File: src/hw/rtl/swpm_pkg.sv
// shared constants, types and helpers of the sliding window packet meter
package swpm_pkg;

  // per-channel fifo geometry
  localparam int unsigned FIFO_DEPTH = 256;
  localparam int unsigned IDX_W      = $clog2(FIFO_DEPTH);
  localparam int unsigned CNT_W      = $clog2(FIFO_DEPTH + 1);
  localparam int unsigned ADDR_W     = IDX_W + 1;
  localparam int unsigned MEM_DEPTH  = 2 ** ADDR_W;

  // field widths
  localparam int unsigned TS_W    = 48;
  localparam int unsigned NB_W    = 16;
  localparam int unsigned WIN_W   = 31;
  localparam int unsigned SPAN_W  = 50;
  localparam int unsigned OSPAN_W = 49;
  localparam int unsigned PKT_W   = 9;
  localparam int unsigned BYTES_W = 24;

  // configuration register indexes
  localparam logic REG_SEND_WINDOW = 1'b0;
  localparam logic REG_RECV_WINDOW = 1'b1;

  localparam logic [WIN_W-1:0] WINDOW_RESET = WIN_W'(1000000);

  typedef logic [IDX_W-1:0]  idx_t;
  typedef logic [CNT_W-1:0]  cnt_t;
  typedef logic [ADDR_W-1:0] addr_t;

  // one stored fifo entry: gap in the upper bits, packet size below
  typedef struct packed {
    logic [TS_W-1:0] gap;
    logic [NB_W-1:0] nbytes;
  } entry_t;

  // access to the entry store
  typedef struct packed {
    logic   wr_en;
    logic   rd_en;
    addr_t  addr;
    entry_t wdata;
  } store_req_t;

  // one result item
  typedef struct packed {
    logic               rejected;
    logic [BYTES_W-1:0] bytes;
    logic [PKT_W-1:0]   packets;
    logic [OSPAN_W-1:0] span;
  } result_t;

  // circular index advance
  function automatic idx_t next_idx(idx_t i);
    idx_t r;
    r = (i == IDX_W'(FIFO_DEPTH - 1)) ? '0 : i + idx_t'(1);
    return r;
  endfunction

endpackage

File: src/hw/rtl/swpm_engine.sv
// per-channel fifo bookkeeping and the append / evict sequencer
module swpm_engine (
  input  logic                        clk_i,
  input  logic                        rst_ni,
  input  logic                        in_valid_i,
  output logic                        in_ready_o,
  input  logic                        in_ch_i,
  input  logic [swpm_pkg::TS_W-1:0]   in_ts_i,
  input  logic [swpm_pkg::NB_W-1:0]   in_nb_i,
  input  logic [swpm_pkg::WIN_W-1:0]  send_win_i,
  input  logic [swpm_pkg::WIN_W-1:0]  recv_win_i,
  output swpm_pkg::store_req_t        req_o,
  input  swpm_pkg::entry_t            rdata_i,
  output logic                        res_valid_o,
  input  logic                        res_ready_i,
  output swpm_pkg::result_t           res_o
);
  import swpm_pkg::*;

  localparam logic [2:0] ST_IDLE = 3'd0;
  localparam logic [2:0] ST_FRD  = 3'd1;
  localparam logic [2:0] ST_FPOP = 3'd2;
  localparam logic [2:0] ST_APP  = 3'd3;
  localparam logic [2:0] ST_ERD  = 3'd4;
  localparam logic [2:0] ST_ECHK = 3'd5;
  localparam logic [2:0] ST_RES  = 3'd6;

  logic [2:0] st_q, st_d;

  // item being worked on
  logic            ch_q, ch_d;
  logic [TS_W-1:0] ts_q, ts_d;
  logic [NB_W-1:0] nb_q, nb_d;
  logic [TS_W-1:0] gap_q, gap_d;
  logic            rej_q, rej_d;

  // per-channel state
  idx_t               head_q [2];
  idx_t               head_d [2];
  idx_t               tail_q [2];
  idx_t               tail_d [2];
  cnt_t               cnt_q [2];
  cnt_t               cnt_d [2];
  logic [SPAN_W-1:0]  span_q [2];
  logic [SPAN_W-1:0]  span_d [2];
  logic [BYTES_W-1:0] bytes_q [2];
  logic [BYTES_W-1:0] bytes_d [2];
  logic [TS_W-1:0]    last_q [2];
  logic [TS_W-1:0]    last_d [2];

  logic [SPAN_W-1:0] thr;
  logic [WIN_W-1:0]  win;

  assign win = ch_q ? recv_win_i : send_win_i;
  assign thr = SPAN_W'(win) + SPAN_W'(rdata_i.gap);

  assign in_ready_o  = (st_q == ST_IDLE);
  assign res_valid_o = (st_q == ST_RES);

  // result fields of the current channel
  always_comb begin
    res_o.rejected = rej_q;
    res_o.bytes    = bytes_q[ch_q];
    res_o.packets  = PKT_W'(cnt_q[ch_q]);
    res_o.span     = span_q[ch_q][OSPAN_W-1:0];
  end

  // sequencer and next state
  always_comb begin
    st_d    = st_q;
    ch_d    = ch_q;
    ts_d    = ts_q;
    nb_d    = nb_q;
    gap_d   = gap_q;
    rej_d   = rej_q;
    head_d  = head_q;
    tail_d  = tail_q;
    cnt_d   = cnt_q;
    span_d  = span_q;
    bytes_d = bytes_q;
    last_d  = last_q;
    req_o   = '0;
    req_o.addr = {ch_q, head_q[ch_q]};

    case (st_q)
      ST_IDLE: begin
        if (in_valid_i) begin
          ch_d = in_ch_i;
          ts_d = in_ts_i;
          nb_d = in_nb_i;
          if (last_q[in_ch_i] != '0 && in_ts_i < last_q[in_ch_i]) begin
            rej_d = 1'b1;
            st_d  = ST_RES;
          end else begin
            rej_d = 1'b0;
            gap_d = (last_q[in_ch_i] != '0) ? in_ts_i - last_q[in_ch_i] : '0;
            st_d  = (cnt_q[in_ch_i] == CNT_W'(FIFO_DEPTH)) ? ST_FRD : ST_APP;
          end
        end
      end
      // full fifo: read the oldest entry
      ST_FRD: begin
        req_o.rd_en = 1'b1;
        st_d        = ST_FPOP;
      end
      // full fifo: drop the oldest entry
      ST_FPOP: begin
        span_d[ch_q]  = span_q[ch_q] - SPAN_W'(rdata_i.gap);
        bytes_d[ch_q] = bytes_q[ch_q] - BYTES_W'(rdata_i.nbytes);
        cnt_d[ch_q]   = cnt_q[ch_q] - cnt_t'(1);
        head_d[ch_q]  = next_idx(head_q[ch_q]);
        st_d          = ST_APP;
      end
      // append the new entry and update the sums
      ST_APP: begin
        req_o.wr_en        = 1'b1;
        req_o.addr         = {ch_q, tail_q[ch_q]};
        req_o.wdata.gap    = gap_q;
        req_o.wdata.nbytes = nb_q;
        tail_d[ch_q]  = next_idx(tail_q[ch_q]);
        last_d[ch_q]  = ts_q;
        span_d[ch_q]  = span_q[ch_q] + SPAN_W'(gap_q);
        bytes_d[ch_q] = bytes_q[ch_q] + BYTES_W'(nb_q);
        cnt_d[ch_q]   = cnt_q[ch_q] + cnt_t'(1);
        st_d          = ST_ERD;
      end
      // eviction: read the oldest entry
      ST_ERD: begin
        req_o.rd_en = 1'b1;
        st_d        = ST_ECHK;
      end
      // eviction: drop it while the span still covers the window
      ST_ECHK: begin
        if (span_q[ch_q] < thr) begin
          st_d = ST_RES;
        end else begin
          span_d[ch_q]  = span_q[ch_q] - SPAN_W'(rdata_i.gap);
          bytes_d[ch_q] = bytes_q[ch_q] - BYTES_W'(rdata_i.nbytes);
          cnt_d[ch_q]   = cnt_q[ch_q] - cnt_t'(1);
          head_d[ch_q]  = next_idx(head_q[ch_q]);
          st_d          = (cnt_q[ch_q] == cnt_t'(1)) ? ST_RES : ST_ERD;
        end
      end
      ST_RES: begin
        if (res_ready_i) begin
          st_d = ST_IDLE;
        end
      end
      default: begin
        st_d = ST_IDLE;
      end
    endcase
  end

  // control and channel state
  always_ff @(posedge clk_i or negedge rst_ni) begin
    if (!rst_ni) begin
      st_q  <= ST_IDLE;
      rej_q <= 1'b0;
      ch_q  <= 1'b0;
      for (int i = 0; i < 2; i++) begin
        head_q[i]  <= '0;
        tail_q[i]  <= '0;
        cnt_q[i]   <= '0;
        span_q[i]  <= '0;
        bytes_q[i] <= '0;
        last_q[i]  <= '0;
      end
    end else begin
      st_q    <= st_d;
      rej_q   <= rej_d;
      ch_q    <= ch_d;
      head_q  <= head_d;
      tail_q  <= tail_d;
      cnt_q   <= cnt_d;
      span_q  <= span_d;
      bytes_q <= bytes_d;
      last_q  <= last_d;
    end
  end

  // item payload
  always_ff @(posedge clk_i) begin
    ts_q  <= ts_d;
    nb_q  <= nb_d;
    gap_q <= gap_d;
  end

endmodule

File: config.mk
export PLATFORM = sky130hd
export DESIGN_NAME = swpm_engine
export DESIGN_NICKNAME = d
export VERILOG_FILES = /design/src/hw/rtl/swpm_pkg.sv /design/src/hw/rtl/swpm_engine.sv
export SDC_FILE = /design/constraint.sdc
export NUM_CORES = 1
export LEC_CHECK = 0
export BUFFER_PORTS_ARGS = -buffer_cell sky130_fd_sc_hd__buf_2
export CAP_MARGIN = 20
export CORE_MARGIN = 1
export CORE_UTILIZATION = 40
export CTS_CLUSTER_DIAMETER = 60
export CTS_CLUSTER_SIZE = 24
export DETAILED_ROUTE_END_ITERATION = 16
export SLEW_MARGIN = 20
export SYNTH_ARGS = -nofsm -noshare
export SYNTH_HDL_FRONTEND = slang
export SYNTH_SLANG_ARGS = --single-unit
export TNS_END_PERCENT = 100
File: constraint.sdc
create_clock -name clk_i -period 17.6 [get_ports clk_i]
set_input_delay 1.76 -clock clk_i [delete_from_list [all_inputs] [get_ports clk_i]]
set_output_delay 1.76 -clock clk_i [all_outputs]
set_load 0.02 [all_outputs]
=== Yosys cells after proc, flatten, opt, wreduce, memory -nomap -nowiden ===
Index checks and enable logic that the tools add are counted.

* Bitwise operators: 3
* Reduce and logical (&&, ||, !) cells: 12
* $add $sub $neg: 10
* Multiplexer cells: 62
* Order comparisons: 5
* Equal/unequal tests: 13

{| class="wikitable"
|+ Operators by type and width
! kind !! number
|-
| one-hot mux 100 bit (3 select lines) || 1
|-
| 2-to-1 mux 48 bit || 5
|-
| bitwise mux 100 bit || 2
|-
| 2-to-1 mux 50 bit || 4
|-
| one-hot mux 48 bit (3 select lines) || 1
|-
| 2-to-1 mux 100 bit || 1
|-
| bitwise mux 48 bit || 2
|-
| bitwise mux 96 bit || 1
|-
| 2-to-1 mux 24 bit || 4
|-
| 2-to-1 mux 72 bit || 1
|-
| 2-to-1 mux 8 bit || 9
|-
| 2-to-1 mux 9 bit || 7
|-
| one-hot mux 18 bit (3 select lines) || 1
|-
| adder 50 x 48 -> 50 bit || 1
|-
| demux 50 bit (select 1 bit) || 1
|-
| < comparator 50 x 49 -> 1 bit || 1
|-
| subtractor 50 x 48 -> 50 bit || 1
|-
| adder 31 x 48 -> 49 bit || 1
|-
| demux 48 bit (select 1 bit) || 1
|-
| < comparator 48 bit || 1
|-
| nonzero test 48 bit || 1
|-
| subtractor 48 bit || 1
|-
| bitwise mux 18 bit || 2
|-
| bitwise mux 16 bit || 2
|-
| other kinds (35) || 53
|}

* Register bits after elaboration: 411
* Input bits: 195
* Output and inout bits: 160
* Logic and storage cells: 123

=== Depth between registers and ports, before layout ===
Gate-level depths: netlist of the first run.

* Word-level depth: 9
* Mapped depth: 34
* Gate-level depth less buffers: 25

=== Worst setup path before layout of the first run ===
Ideal clock, no wire load.

* Path kind: input-to-reg
* Start point: input port in_ch_i
* End point: register gap_q[0], enable pin
* Cell stages on the path: 15
* Required time: 17.190 ns
* Data arrival time: 6.246 ns
* Setup time: 0.410 ns
* Slack: 10.944 ns
* Path through: buf_2 -> buf_2 -> buf_2 -> mux2_2 -> ha_1 -> fa_1 -> nor2b_1 -> o31a_1 -> o311ai_2 -> a211oi_2 -> nor3_1 -> o41ai_4 -> nand2_2 -> o31ai_2 -> and2_1

* Longest elaborated chain between the ends: 8
* Elaborated cells on any way between the ends: 9
* Those cells by class: order compare: 1; mux: 3; bitwise: 2; reduce/logical: 3

{| class="wikitable"
|+ RTL lines
! item !! line !! source
|-
| from (decl) || swpm_engine.sv:7 || <nowiki>input logic in_ch_i,</nowiki>
|-
| NOT 1 -> 2 bit (implied by the code) * || swpm_engine.sv:91 || <nowiki>if (last_q[in_ch_i] != '0 && in_ts_i < last_q[in_ch_i]) begin</nowiki>
|-
| 2-to-1 mux 48 bit (implied by the code) * (3 in a row) || swpm_engine.sv:91 ||
|-
| < comparator 48 bit or nonzero test 48 bit (tied branches) || swpm_engine.sv:91 ||
|-
| logical AND 1 bit * || swpm_engine.sv:91 ||
|-
| NOT 1 bit (no line) * || n/a ||
|-
| AND reduction 3 bit (no line) * || n/a ||
|-
| to (signal assigned) || swpm_engine.sv:186 || <nowiki>gap_q <= gap_d;</nowiki>
|-
| to (decl) || swpm_engine.sv:34 || <nowiki>logic [TS_W-1:0] gap_q, gap_d;</nowiki>
|}

Every way passes the cells marked *; elsewhere a longest branch is shown, timed or not. The select of a mux whose other input is x is not followed.
A chain may end at the register's enable or synchronous reset.

=== Worst setup path in the final report of the first run ===
* Start point: register ch_q
* End point: register head_q[11] (netlist bit)

* Longest elaborated chain between the ends: 9
* Elaborated cells on any way between the ends: 23
* Those cells by class: add/sub: 2; order compare: 3; eq/ne: 2; mux: 13; bitwise: 1; reduce/logical: 2

{| class="wikitable"
|+ RTL lines
! item !! line !! source
|-
| from (decl) || swpm_engine.sv:31 || <nowiki>logic ch_q, ch_d;</nowiki>
|-
| from (signal assigned) || swpm_engine.sv:172 || <nowiki>ch_q <= ch_d;</nowiki>
|-
| parallel branches: the longest is 9 deep, another holds < comparator 50 x 49 -> 1 bit || n/a ||
|-
| to (signal, indexed assignment) || swpm_engine.sv:162 || <nowiki>head_q[i] <= '0;</nowiki>
|-
| to (signal assigned) || swpm_engine.sv:173 || <nowiki>head_q <= head_d;</nowiki>
|-
| to (decl) || swpm_engine.sv:38 || <nowiki>idx_t head_q [2];</nowiki>
|}

Parallel ways; which one is timed is not known. The select of a mux whose other input is x is not followed.

==> qor.yml, run 1 <==
setup_path:
  beginning_of_the_worst_register_to_register_path: "ch_q"
  cpMostUsedCell: "nand2_1"
  startpoint: "ch_q"
  crit_path_max_fanout: 83
  worstSetupStartpointType: "flop"
  timing.critical_path.arrival_ps: 8180
  crit_type: "flop to flop"
  reg2reg_setup_slack_ps: 9860
  required_ps: 18040
  crit_cells: 25
  critPathMaxStageDelay_ps: 800
  crit_buf_inv: 3
  cpLargestDelayFamily: "compound AO/OA/AOI/OAI gates"
  critPathCaptureType: "flop"
  worst_path_cell_with_the_longest_stage_delay: "dfrtp_4"
  depth_of_the_most_critical_reg_to_reg_path: 25
die:
  rows: 103
  design.core.area_um2: 79400
  effective_utilization_at_floorplan_pct: 40.6
  fp.dieH_um: 286
  ios: 355
  die_w_um: 286
  dieArea_um2: 81700
power_and_ir_drop:
  vdd_ir_drop_max_mv: 0.115
  leakage_nw: 16.7
  power-per-cell-area_nw_per_um2: 227
place:
  port-buffer-count: 354
  hpwlAfterDp_um: 78800
  place.gp.congestion: 0.930
  detailedPlace.worstSlack_ps: 9500
flow_run:
  max-cap-violations: 0
sta:
  setup_tns_ps: 0
  slew_viol_final: 0
  maximum_frequency_from_static_timing_analysis_mhz: 129
  grt_setup_unrepaired: "false"
  timing.final.setup_violations: 0
  worst_slew_margin_rel_pct: 32.5
  post-route-min-period_ps: 7740
  worstMarginPinSlew_ps: 1010
  layout_worst_path_cycle_share_pct: 44.0
  final.setup_skew_ps: 33.8
  final_critical_path_setup_slack_ps: 9860
  hold_viol: 0
hold_path:
  whs_path_depth: 2
  hold_start: "ts_q[13]"
  hold_class: "flop to flop"
synth:
  synth_enable_flop_cells: 112
  synth_area_um2: 32200
  synth.yosys.warnings: 0
  synth_async_sr_flop_share_pct: 72.7
  seq_area_frac_synth_pct: 33.6
  yosysMostFrequentCell: "nand2_1"
  synth.distinct_cells: 109
  syn-mean-instance-area_um2: 8.54
  main_synth_ff_type: "dfrtp_1"
  post-synth-top-area-cell: "dfrtp_1"
  commonest_cells_post_synth: "630 x nand2_1, 299 x dfrtp_1, 288 x a21oi_1, 277 x o21ai_0, 274 x nor2_1"
  synth.top_cells.by_area: "dfrtp_1 23%, edfxtp_1 10%, ha_1 10%"
  area_share_of_the_largest_cell_type_after_synthesis_pct: 23.2
  postSynthCellCount: 3776
  synth_fp_nets: 4237
  ys_seq_elements: 411
clocking:
  tritoncts_num_sinks: 411
  htree_num_levels: 2
  master_cell_of_the_clock_root_buffer: "clkbuf_16"
  cts_hold_repair.buffers: 0
  tritoncts.num_buffers: 39
  cts_resized: 0
  clk_latency_ps: 590
  clk_pin_slew_ps: 90
  max-clock-path-buffers: 3
  cts_tree: "done"
  post_cts_setup_buffer_count: 0
global_routing:
  number_of_global_route_vias_before_repair: 27300
  grt.total_usage_pct: 24.5
  global_route_wire_length_before_repair_um: 157000
  antenna_found_initial: 3
  grt_start_max_net_pins: 100
  overflow: 0
finish:
  finished_core_util_pct: 45.6
  final_nets: 4474
  post_route_cells_drive_above_1_share_pct: 15.8
  areaGrowthSynthToFinish_pct: 12.2
routing:
  post-route-drc-count: 0
  route.vias.total: 28600
  wl_met1_um: 48300
  wl_met3_um: 5680
  met2RoutedLength_um: 45600
  post_drt_wl_per_cell_um: 20.2
  highest_layer: "met5"
  first_pass_iters: 5
  antenna_left: 0
  vias_per_cell: 5.61
  routed_wirelength_um: 103000
  detailedRoute.firstIterationViolations: 2157
status:
  outcome: "finished, final reports clean"
==> placed cells by master (no fill, tap or decap), types with 9 or more instances in the layout <==
master,n
nand2_1,628
buf_2,352
dfrtp_1,298
a21oi_1,288
o21ai_0,277
nor2_1,273
ha_1,260
xnor2_1,138
inv_1,137
a21o_1,118
edfxtp_1,112
mux2_2,109
and2_1,89
mux2i_1,84
nor3_1,67
xor2_1,65
nand3_1,59
nand4_1,50
o21a_1,49
clkbuf_16,43
a31oi_1,41
a211oi_1,31
o21bai_1,30
nor4_1,26
nor2b_1,25
nand2b_1,23
or3_1,21
buf_4,20
o21ai_1,19
and3_1,17
o31ai_1,14
a221o_1,14
o211ai_1,13
a211o_1,13
or2_2,13
o22ai_1,10
a221oi_1,9
==> path summary, 6_finish.rpt <==
check | to
max | head_q[11]
min | last_q[13]
max reg2reg | head_q[11]
min reg2reg | last_q[13]
max in group asynchronous | bytes_q[32]
min in group asynchronous | last_q[36]
==> registers in the layout, indices dropped and copies added, names as in the netlist, named ones only <==
name     cells
bytes_q     48
ch_q         1
cnt_q       16
gap_q       48
head_q      16
last_q      96
nb_q        16
rej_q        1
span_q     100
st_q         3
tail_q      16
ts_q        48
==> tightest hold or removal path, delay by kind of cell (launching register included) <==
family | cells | cell delay [ps]
flip-flops | 1 | 340
AND/OR/NAND/NOR | 2 | 100
==> through the flow <==
step	cell area, um^2	hold WS (ps)	power [mW]	std cells
after floorplan	32200	440	5.71	3776
after global placement	34800	447	7.21	5022
after detailed placement	34800	450	7.25	5022
after CTS	36200	461	8.20	5092
after global routing	36200	486	8.88	5092
final	36200	461	8.22	5093
==> logic make-up after synthesis <==
logic type | share of synthesized area (%)
multiplexers | 6.89
XOR/XNOR | 5.51
adder cells (fa/ha/maj) | 10.5
AND/OR/NAND/NOR | 18.8
flip-flops | 33.6
AO/OA/AOI/OAI | 20.8
buffers and inverters | 3.94
==> report_power, final <==
group,switching [mW],leakage [nW],internal (mW),total [mW]
registers,0.253,4.73,1.38,1.64
logic,3.54,11.3,2.12,5.66
clock network,0.429,0.674,0.489,0.918
==> final cells by class <==
type | count | area (um^2)
diodes | 1 | 2.50
clock buffers | 48 | 1120
clock inverters | 22 | 251
fillers | 7923 | 43200
inverters | 140 | 528
multi-input cells | 3047 | 20200
flip-flops and latches | 411 | 10800
well taps | 1050 | 1310
repair buffers | 374 | 1950
==> metal layers <==
layer  vias to the layer above  GRT usage [%]
met5                         -              0
met4                         2           8.06
met2                       806           38.5
met1                     13600           35.1
li1                      14000              -
met3                       140           2.62
No activity file was read; power rests on OpenSTA's default activity.
==> run 2: changes to the inputs <==
--- a/config.mk
+++ b/config.mk
@@ -5,6 +5,7 @@
 export SDC_FILE = /design/constraint.sdc
 export NUM_CORES = 1
 export LEC_CHECK = 0
+export ABC_AREA = 1
 export BUFFER_PORTS_ARGS = -buffer_cell sky130_fd_sc_hd__buf_2
 export CAP_MARGIN = 20
 export CORE_MARGIN = 1
==> constraint.sdc (replaced) <==
create_clock -name clk_i -period 7.4 [get_ports clk_i]
set_input_delay 0.74 -clock clk_i [delete_from_list [all_inputs] [get_ports clk_i]]
set_output_delay 0.74 -clock clk_i [all_outputs]
set_load 0.02 [all_outputs]
==> run 2 against run 1 <==
  * Design area is 18% higher
  * Maximum frequency is 22% higher
  * Non-clock buffer count is 7 higher
  * Largest power group unchanged
  * Hold slack worse by 290 ps
  * Critical path depth is 3 higher
  * Total power is 140% higher
  * Synthesized cell count is 65% higher
  * Combinational power is 140% higher
  * Die area is 18% higher
  * First-iteration DRC count is 54% higher
  * Largest cell class unchanged
==> qor.yml, run 2 <==
synth:
  postSynthCellCount: 6244
  seq_area_frac_synth_pct: 28.4
  yosysMostFrequentCell: "nand2_1"
  synth_enable_flop_cells: 112
  post-synth-top-area-cell: "nand2_1"
  synth_fp_nets: 6705
  synth.distinct_cells: 50
  synth_async_sr_flop_share_pct: 72.7
  synth.top_cells.by_area: "nand2_1 25%, dfrtp_1 20%, edfxtp_1 8.8%"
  synth_area_um2: 38100
  commonest_cells_post_synth: "2550 x nand2_1, 849 x inv_1, 509 x nor2_1, 443 x nand3_1, 310 x o21ai_0"
  syn-mean-instance-area_um2: 6.11
  main_synth_ff_type: "dfrtp_1"
  ys_seq_elements: 411
  area_share_of_the_largest_cell_type_after_synthesis_pct: 25.1
  synth.yosys.warnings: 0
setup_path:
  worst_path_cell_with_the_longest_stage_delay: "dfrtp_4"
  critPathCaptureType: "flop"
  crit_path_max_fanout: 67
  cpMostUsedCell: "nand2_1"
  critPathMaxStageDelay_ps: 640
  required_ps: 7920
  worstSetupStartpointType: "flop"
  crit_type: "flop to flop"
  timing.critical_path.arrival_ps: 6870
clocking:
  master_cell_of_the_clock_root_buffer: "clkbuf_16"
  htree_num_levels: 2
  post_cts_setup_buffer_count: 0
  max-clock-path-buffers: 3
  cts_hold_repair.buffers: 0
  tritoncts_num_sinks: 411
  cts_resized: 0
  clk_pin_slew_ps: 70
  tritoncts.num_buffers: 48
  clk_latency_ps: 630
  cts_tree: "done"
routing:
  antenna_left: 0
  first_pass_iters: 6
  vias_per_cell: 5.19
  post-route-drc-count: 0
  post_drt_wl_per_cell_um: 18.7
  routed_wirelength_um: 147000
  route.vias.total: 40600
  detailedRoute.firstIterationViolations: 3329
finish:
  largest_register_ffs: 100
  post_route_cells_drive_above_1_share_pct: 8.62
  nFillCells: 10200
  final_nets: 6989
  largest-register: "span_q"
  mostFrequentLayoutCell: "nand2_1"
  commonest_non_fill_non_tap_cells_in_the_layout: "2550 x nand2_1, 849 x inv_1, 507 x nor2_1"
  diodes: 0
  areaGrowthSynthToFinish_pct: 12.3
  biggestRegsByFlops: "span_q x100, last_q x96"
  final_area_um2: 42800
sta:
  worstMarginPinSlew_ps: 1040
  final.setup_skew_ps: 52.8
  layout_worst_path_cycle_share_pct: 85.7
  slew_viol_final: 0
  final_critical_path_setup_slack_ps: 1060
  maximum_frequency_from_static_timing_analysis_mhz: 158
  timing.final.setup_violations: 0
  post-route-min-period_ps: 6340
  hold_viol: 0
  setup_tns_ps: 0
  worst_slew_margin_rel_pct: 31.0
  grt_setup_unrepaired: "false"
place:
  hpwlAfterDp_um: 117000
  detailedPlace.worstSlack_ps: 1130
  place.gp.congestion: 1.04
  port-buffer-count: 354
  place_area_um2: 41100
hold_path:
  hold_class: "input pin to asynchronous set/reset pin"
die:
  ios: 355
  effective_utilization_at_floorplan_pct: 40.6
  dieArea_um2: 96600
  die_w_um: 311
  design.core.area_um2: 93900
  fp.dieH_um: 311
  rows: 112
power_and_ir_drop:
  leakage_nw: 23.6
  p_total_mw: 19.7
  vdd_ir_drop_max_mv: 0.297
  power-per-cell-area_nw_per_um2: 460
flow_run:
  max-cap-violations: 0
global_routing:
  number_of_global_route_vias_before_repair: 38400
  grt_most_used_layer: "met2"
  met2_usage_pct: 48.3
  antenna_found_initial: 0
  globalRouteMet1Util_pct: 40.4
  global_route_wire_length_before_repair_um: 223000
  grt_start_max_net_pins: 143
  grt.total_usage_pct: 29.7
  met3_usage_pct: 2.98
  overflow: 0
status:
  outcome: "finished, final reports clean"
[run 2: changes by cell type in the layout (fill, tap and decap cells not counted), sizes merged, moves of 111 or more]
cell,delta
nand2,+1922
inv,+727
nand3,+387
nor2,+241
mux2,-111
[run 2: cell type report]
cell class / count / area [um^2] / area share [%]
Sequential cell: 411 / 10800 / 25.3
Tap cell: 1254 / 1570 / 3.66
Multi-Input combinational cell: 4824 / 23400 / 54.6
Clock inverter: 37 / 539 / 1.26
Inverter: 862 / 3240 / 7.56
Clock buffer: 51 / 1220 / 2.85
Timing Repair Buffer: 381 / 2050 / 4.78
[run 2: report_power, final]
part / total [mW] / leakage (nW) / switching, mW / internal, mW
logic: 13.5 / 17.8 / 9.45 / 4.02
clock network: 2.62 / 0.855 / 1.20 / 1.43
registers: 3.61 / 4.88 / 0.414 / 3.19
total: 19.7 / 23.6 / 11.1 / 8.64
[run 2: path summary, 6_finish.rpt]
path,start,end,slack (ps),cells after the start
worst max-delay path,ch_q,span_q[38],1060,28
worst min-delay path,rst_ni,tail_q[3],170,1
worst max register to register,ch_q,span_q[38],1060,28
worst min register to register,last_q[94],last_q[94],470,2
max in group asynchronous,rst_ni,span_q[95],5750,2
min in group clk_i,in_nb_i[15],nb_q[15],290,1
[run 2: metal layers]
layer	up-vias	routed length, um
li1	20300	-
met1	18600	66300
met2	1341	66000
met3	258	8190
met4	0	6050
met5	-	0
[run 2: worst max-delay path, delay by kind of cell (launching register included)]
| kind | cells | cell delay, ps |
|---|---|---|
| simple gates | 19 | 2870 |
| buf+inv | 5 | 1150 |
| fa+ha+maj | 3 | 1080 |
| flops | 1 | 640 |
| compound gates | 1 | 400 |
[run 2: cells by family (layout without fill, tap and decap cells)]
group	Yosys count	count (layout)	share of synthesized area [%]
AO/OA/AOI/OAI	692	692	9.75
XOR/XNOR	106	106	2.43
adder cells (fa/ha/maj)	266	266	8.85
buffers and inverters	1009	1331	10.4
flip-flops	411	411	28.4
AND/OR/NAND/NOR	3760	3760	40.1
[run 2: stage by stage]
step	utilization, %	std cells	hold WS (ps)
2_1_floorplan	-	6244	437
3_3_place_gp	43.7	7731	448
3_5_place_dp	43.7	7731	453
4_1_cts	45.6	7819	216
5_1_grt	45.6	7820	239
6_report	45.6	7820	168
